File: config.mk
export PLATFORM = sky130hd
export DESIGN_NAME = spq_cell
export DESIGN_NICKNAME = d
export VERILOG_FILES = /design/src/hw/rtl/spq_pkg.sv /design/src/hw/rtl/spq_cell.sv
export SDC_FILE = /design/constraint.sdc
export NUM_CORES = 1
export LEC_CHECK = 0
export BUFFER_PORTS_ARGS = -buffer_cell sky130_fd_sc_hd__clkbuf_2
export CAP_MARGIN = 20
export CORE_ASPECT_RATIO = 1.4
export CORE_MARGIN = 3
export CORE_UTILIZATION = 45
export DETAILED_ROUTE_END_ITERATION = 10
export PLACE_DENSITY_LB_ADDON = 0.3
export SLEW_MARGIN = 15
export SYNTH_ARGS = -nofsm -noshare
export SYNTH_HDL_FRONTEND = slang
export SYNTH_SLANG_ARGS = --single-unit
File: constraint.sdc
create_clock -name clk -period 6.8 [get_ports clk]
set_clock_uncertainty 0.2 [all_clocks]
set_input_delay 1.02 -clock clk [delete_from_list [all_inputs] [get_ports clk]]
set_output_delay 1.02 -clock clk [all_outputs]
set_load 0.005 [all_outputs]
File: src/hw/rtl/spq_pkg.sv
// Shared types and constants for the sorted priority queue.
package spq_pkg;

  localparam int DEPTH      = 16;
  localparam int DATA_WIDTH = 32;
  localparam int CNT_W      = $clog2(DEPTH + 1);

  typedef logic signed [DATA_WIDTH-1:0] data_t;
  typedef logic [CNT_W-1:0]             cnt_t;

  typedef enum logic {
    OP_ENQ = 1'b0,
    OP_DEQ = 1'b1
  } op_t;

  typedef struct packed {
    logic  enq;
    logic  deq;
    data_t val;
  } cell_ctrl_t;

endpackage

File: src/hw/rtl/spq_cell.sv
// One slot of the sorted chain: compare, hold, take new value or shift.
module spq_cell import spq_pkg::*; (
  input  logic       clk,
  input  cell_ctrl_t ctrl,
  input  logic       occupied,
  input  logic       left_less,
  input  data_t      left_data,
  input  data_t      right_data,
  output logic       less,
  output data_t      data,
  output data_t      data_next
);

  logic take_new;

  assign less     = occupied && (data < ctrl.val);
  assign take_new = !less && left_less;

  always_comb begin
    data_next = data;
    if (ctrl.enq) begin
      if (take_new) begin
        data_next = ctrl.val;
      end else if (!less) begin
        data_next = left_data;
      end
    end else if (ctrl.deq) begin
      data_next = right_data;
    end
  end

  always_ff @(posedge clk) begin
    data <= data_next;
  end

endmodule

# Yosys cells after proc, flatten, opt, wreduce, memory -nomap -nowiden
# Index checks and enable logic that the tools add are counted.
[totals]
regBits = 32
latch_bits = 0
mem_bits_rw = 0
romBits = 0
wordCells = 9
n_memories = 0
[classes]
add_sub_neg = 0
multipliers = 0
n_div = 0
magnitude_cmp = 1
n_eq_ne = 0
shifts = 0
n_mux = 4
bitwise = 0
n_reduce_logical = 3
[ops]
columns = ["operator", "n"]
rows = [
  ["two-way mux 32 bit", 4],
  ["< comparator 32 bit", 1],
  ["logical AND 1 bit", 2],
  ["zero test 1 bit", 1],
]

# Logic depth before layout (Yosys ltp)
[depth]
depth_word = 6
mapped_depth = 10

# Worst setup path before layout
# OpenSTA, ideal clock, no wires.
[synth_timing]
path_type = "input port to output port"
from = "input port ctrl[2] (netlist name)"
to = "output port data_next[31]"
arrival_time_ns = 3.089
t_required_ns = 5.580
path_slack_ns = 2.491
cell_stages = 10
n_path_buf = 1
path_cell_list = "inv_1 -> ha_1 -> a211o_1 -> a31oi_1 -> o221ai_1 -> and4_4 -> or3_4 -> o21a_1 -> buf_6 -> o221a_2"
[synth_via]
elab_chain_cells = 6
elab_cells_between_ends = 7
cone_classes = "order compare (1); mux (3); reduce/logical (3)"
[synth_lines]
columns = ["item", "line", "text"]
rows = [
  ["from (decl)", "spq_cell.sv:4", "input cell_ctrl_t ctrl,"],
  ["< comparator 32 bit (*)", "spq_cell.sv:16", "assign less = occupied && (data < ctrl.val);"],
  ["logical AND 1 bit (*)", "spq_cell.sv:16", ""],
  ["zero test 1 bit", "-", ""],
  ["logical AND 1 bit", "spq_cell.sv:17", "assign take_new = !less && left_less;"],
  ["two-way mux 32 bit (*)", "spq_cell.sv:22", "if (take_new) begin"],
  ["two-way mux 32 bit (*)", "spq_cell.sv:21", "if (ctrl.enq) begin"],
  ["to (decl)", "spq_cell.sv:11", "output data_t data_next"],
]
# Mark *: on every way between the ends. The rest lies on a longest branch, timed or not.

# Worst setup path after layout
[layout_timing]
from = "input port ctrl[31] (netlist name)"
to = "output port data_next[14]"
# Same word-level chain as after synthesis.

==> results.yml <==
timing:
  fin_crit_sh_pct: 76.6
  max_slew_margin_pct: 25.0
  fmax_mhz: 192
  hold_viol_final: 0
  fin_crit_ps: 5210
  setup_viol: 0
  tns_ps: 0
  maxSlewViolCount: 0
  timing.final.ws_setup_ps: 1590
  rsz0062_at_grt: "false"
  tightest_slew_ps: 1130
  worst_hold_slack_ps: 377
synth:
  synth_top_cell_area_share_pct: 22.5
  ys_ff_latch: 32
  synth_top_area_cell: "dfxtp_1"
  yosys-top-cells-count: "71 x nand2_1, 60 x mux2i_1, 34 x inv_1, 32 x dfxtp_1, 31 x ha_1"
  synth_area_leaders: "dfxtp_1 22%, mux2i_1 21%, ha_1 14%"
  ys_types: 33
  avgSynthCellArea_um2: 8.58
  synth_nets: 464
  synth_edf_count: 0
  synth.yosys.seq_area_share_pct: 22.5
  yosysWarnings: 0
  yosysMostFrequentCell: "nand2_1"
  yosys.area_share.xor_xnor_pct: 0
  synth_top_family_by_area: "multiplexers"
  async_reset_ff_share_pct: 0
  synthCells: 332
  synthMuxAreaShare_pct: 22.7
  synth_compound_area_share_pct: 18.2
  synthAdderAreaFrac_pct: 13.6
  synth-main-ff-cell: "dfxtp_1"
  synthSimpleGateAreaFrac_pct: 14.2
  synth_area_um2: 2850
placement:
  hpwl_mm: 6.66
  gp_congestion: 0.807
  numPortBuffers: 165
  dpl_cell_area_um2: 3670
  place_ws_ps: 1590
cts:
  post-cts-setup-buffers: 0
  cts_repair_resize_count: 0
  clock-sinks: 32
  clockBufferDepth: 2
  clk_latency_ps: 280
  htreeDepth: 2
  cts_tree: "done"
  path_clk_slew_ps: 70
  ctsHoldBuffers: 0
  cts_buffers: 5
  clock-root-buffer: "clkbuf_8"
critical_path:
  worst-r2r-setup-slack_ps: 3440
  cp_max_fo: 33
  worstPathRequired_ps: 5580
  critPathMostFrequentCell: "clkbuf_2"
  reg2reg_to: "data[0]"
  path_class: "input port to primary output"
  path_cells: "clkbuf_2, inv_1, ha_1, nand4_1, or2_2, nor3_1, and4_4, or3_4, mux2i_4, o221a_2, clkbuf_2"
  critPathCaptureType: "primary output"
  critPathBufInv: 3
  slowest_delay_ps: 860
  cpMaxStageDelayCell: "mux2i_4"
  r2r-start: "data[31]"
  cp_data_arrival_time_ps: 3990
  cp_top_family: "simple AND/OR/NAND/NOR gates"
  cp-start-kind: "input port"
  r2r_cells: 8
power_and_ir_drop:
  power_density_nw_per_um2: 226
  vdd_drop_max_uv: 92.6
  power_uw: 850
  leakagePower_uw: 0.00212
floorplan:
  die_w_um: 73.2
  placementRows: 33
  chipHeight_um: 100
  start_util_pct: 47.6
  core_um2: 5990
  die-area_um2: 7340
  ios: 166
min_path:
  hold_class: "flip-flop to flip-flop"
  min_to: "data[30]"
  hp-start: "data[30]"
  hold_depth: 2
grt:
  antenna_found_initial: 0
  grt-ovfl-total: 0
  track_usage_pct: 22.8
  globalRouteMet3Util_pct: 4.51
  met2_usage_pct: 41.3
  grt_pass1_wl_mm: 13.4
  grt.met1_usage_pct: 26.6
  grt.busiest_layer: "met2"
  grt_max_degree: 37
  first_global_vias: 2898
layout:
  final_cell_area_um2: 3760
  top_regs: "data x32"
  n_antenna_cell: 0
  syn_to_final_growth_pct: 32.1
  largest_register: "data"
  largest_reg_flops: 32
  nNetsFinal: 617
  drive_gt1_share_pct: 42.6
job:
  drv_cap: 0
routing:
  antenna_left: 0
  wl_per_cell_um: 15.6
  wl_mm: 8.67
  drc_errors: 0
  vias: 3002
  drt_pass1_iterations: 6
  drtIter0Drc: 149
  route.detailed.vias_per_inst: 5.40
run_status:
  status: "finished clean"
-- routing by layer --
| layer | routed length (um) | vias to the layer above | share of wire (%) |
|---|---|---|---|
| met4 | 63 | 0 | 0.73 |
| li1 | - | 1510 | - |
| met1 | 3500 | 1373 | 40 |
| met5 | 0 | - | 0 |
| met3 | 640 | 4 | 7.4 |
| met2 | 4470 | 115 | 51 |
-- worst reg2reg max path, stage by stage (launching register included) --
cell      delay [ps]
dfxtp_1          340
ha_1             350
nand4_1          150
or2_2            340
nor3_1           230
and4_4           250
or3_4            150
mux2i_4          860
o221ai_1         290
-- where the power goes --
group	switching, uW	internal (uW)
registers	50.4	234
clock network	70.1	82.6
logic	204	209
-- cell families after synthesis --
logic type / count (synthesis)
flip-flops: 32
multiplexers: 63
AO/OA/AOI/OAI: 58
AND/OR/NAND/NOR: 93
buffers and inverters: 55
adder cells (fa/ha/maj): 31
-- through the flow --
step           util (%)  instances
2_1_floorplan         -        332
3_3_place_gp       60.9        547
3_5_place_dp       61.4        548
4_1_cts            62.9        556
5_1_grt            62.9        556
6_report           62.9        556
-- worst max-delay path by stage --
stage              from            end  cells after the start
3_3_place_gp   ctrl[31]   data_next[9]                     11
5_1_grt        ctrl[31]  data_next[27]                     11
6_report       ctrl[31]  data_next[14]                     11
4_1_cts        ctrl[31]  data_next[14]                     11
3_5_place_dp   ctrl[31]  data_next[14]                     11
2_1_floorplan   ctrl[2]  data_next[31]                     10
-- final cells by class --
class	count	area, um2
fill	542	2220
multi-input combinational	245	1960
timing repair buffer	167	861
sequential	32	641
inverter	34	128
clock buffer	8	90.1
tap	70	87.6
-- cell usage in the layout (no fill, tap or decap), drive strengths merged --
cell and count:
dfxtp 32, o221a 31, ha 31, nor3 1, a31oi 1, or3 1, a211o 2, or2 1
clkbuf 173, nor2 4, nor4 1, nand2b 2, o2111ai 1, a221oi 1, a21o 1, o21ai 5
mux2i 61, nand2 71, o221ai 3, a211oi 1, nand4 4, buf 2, a21oi 11, nand3 3
o21a 1, nor2b 2, and4 3, mux2 2, inv 34
No activity file was read; power rests on OpenSTA's default activity.
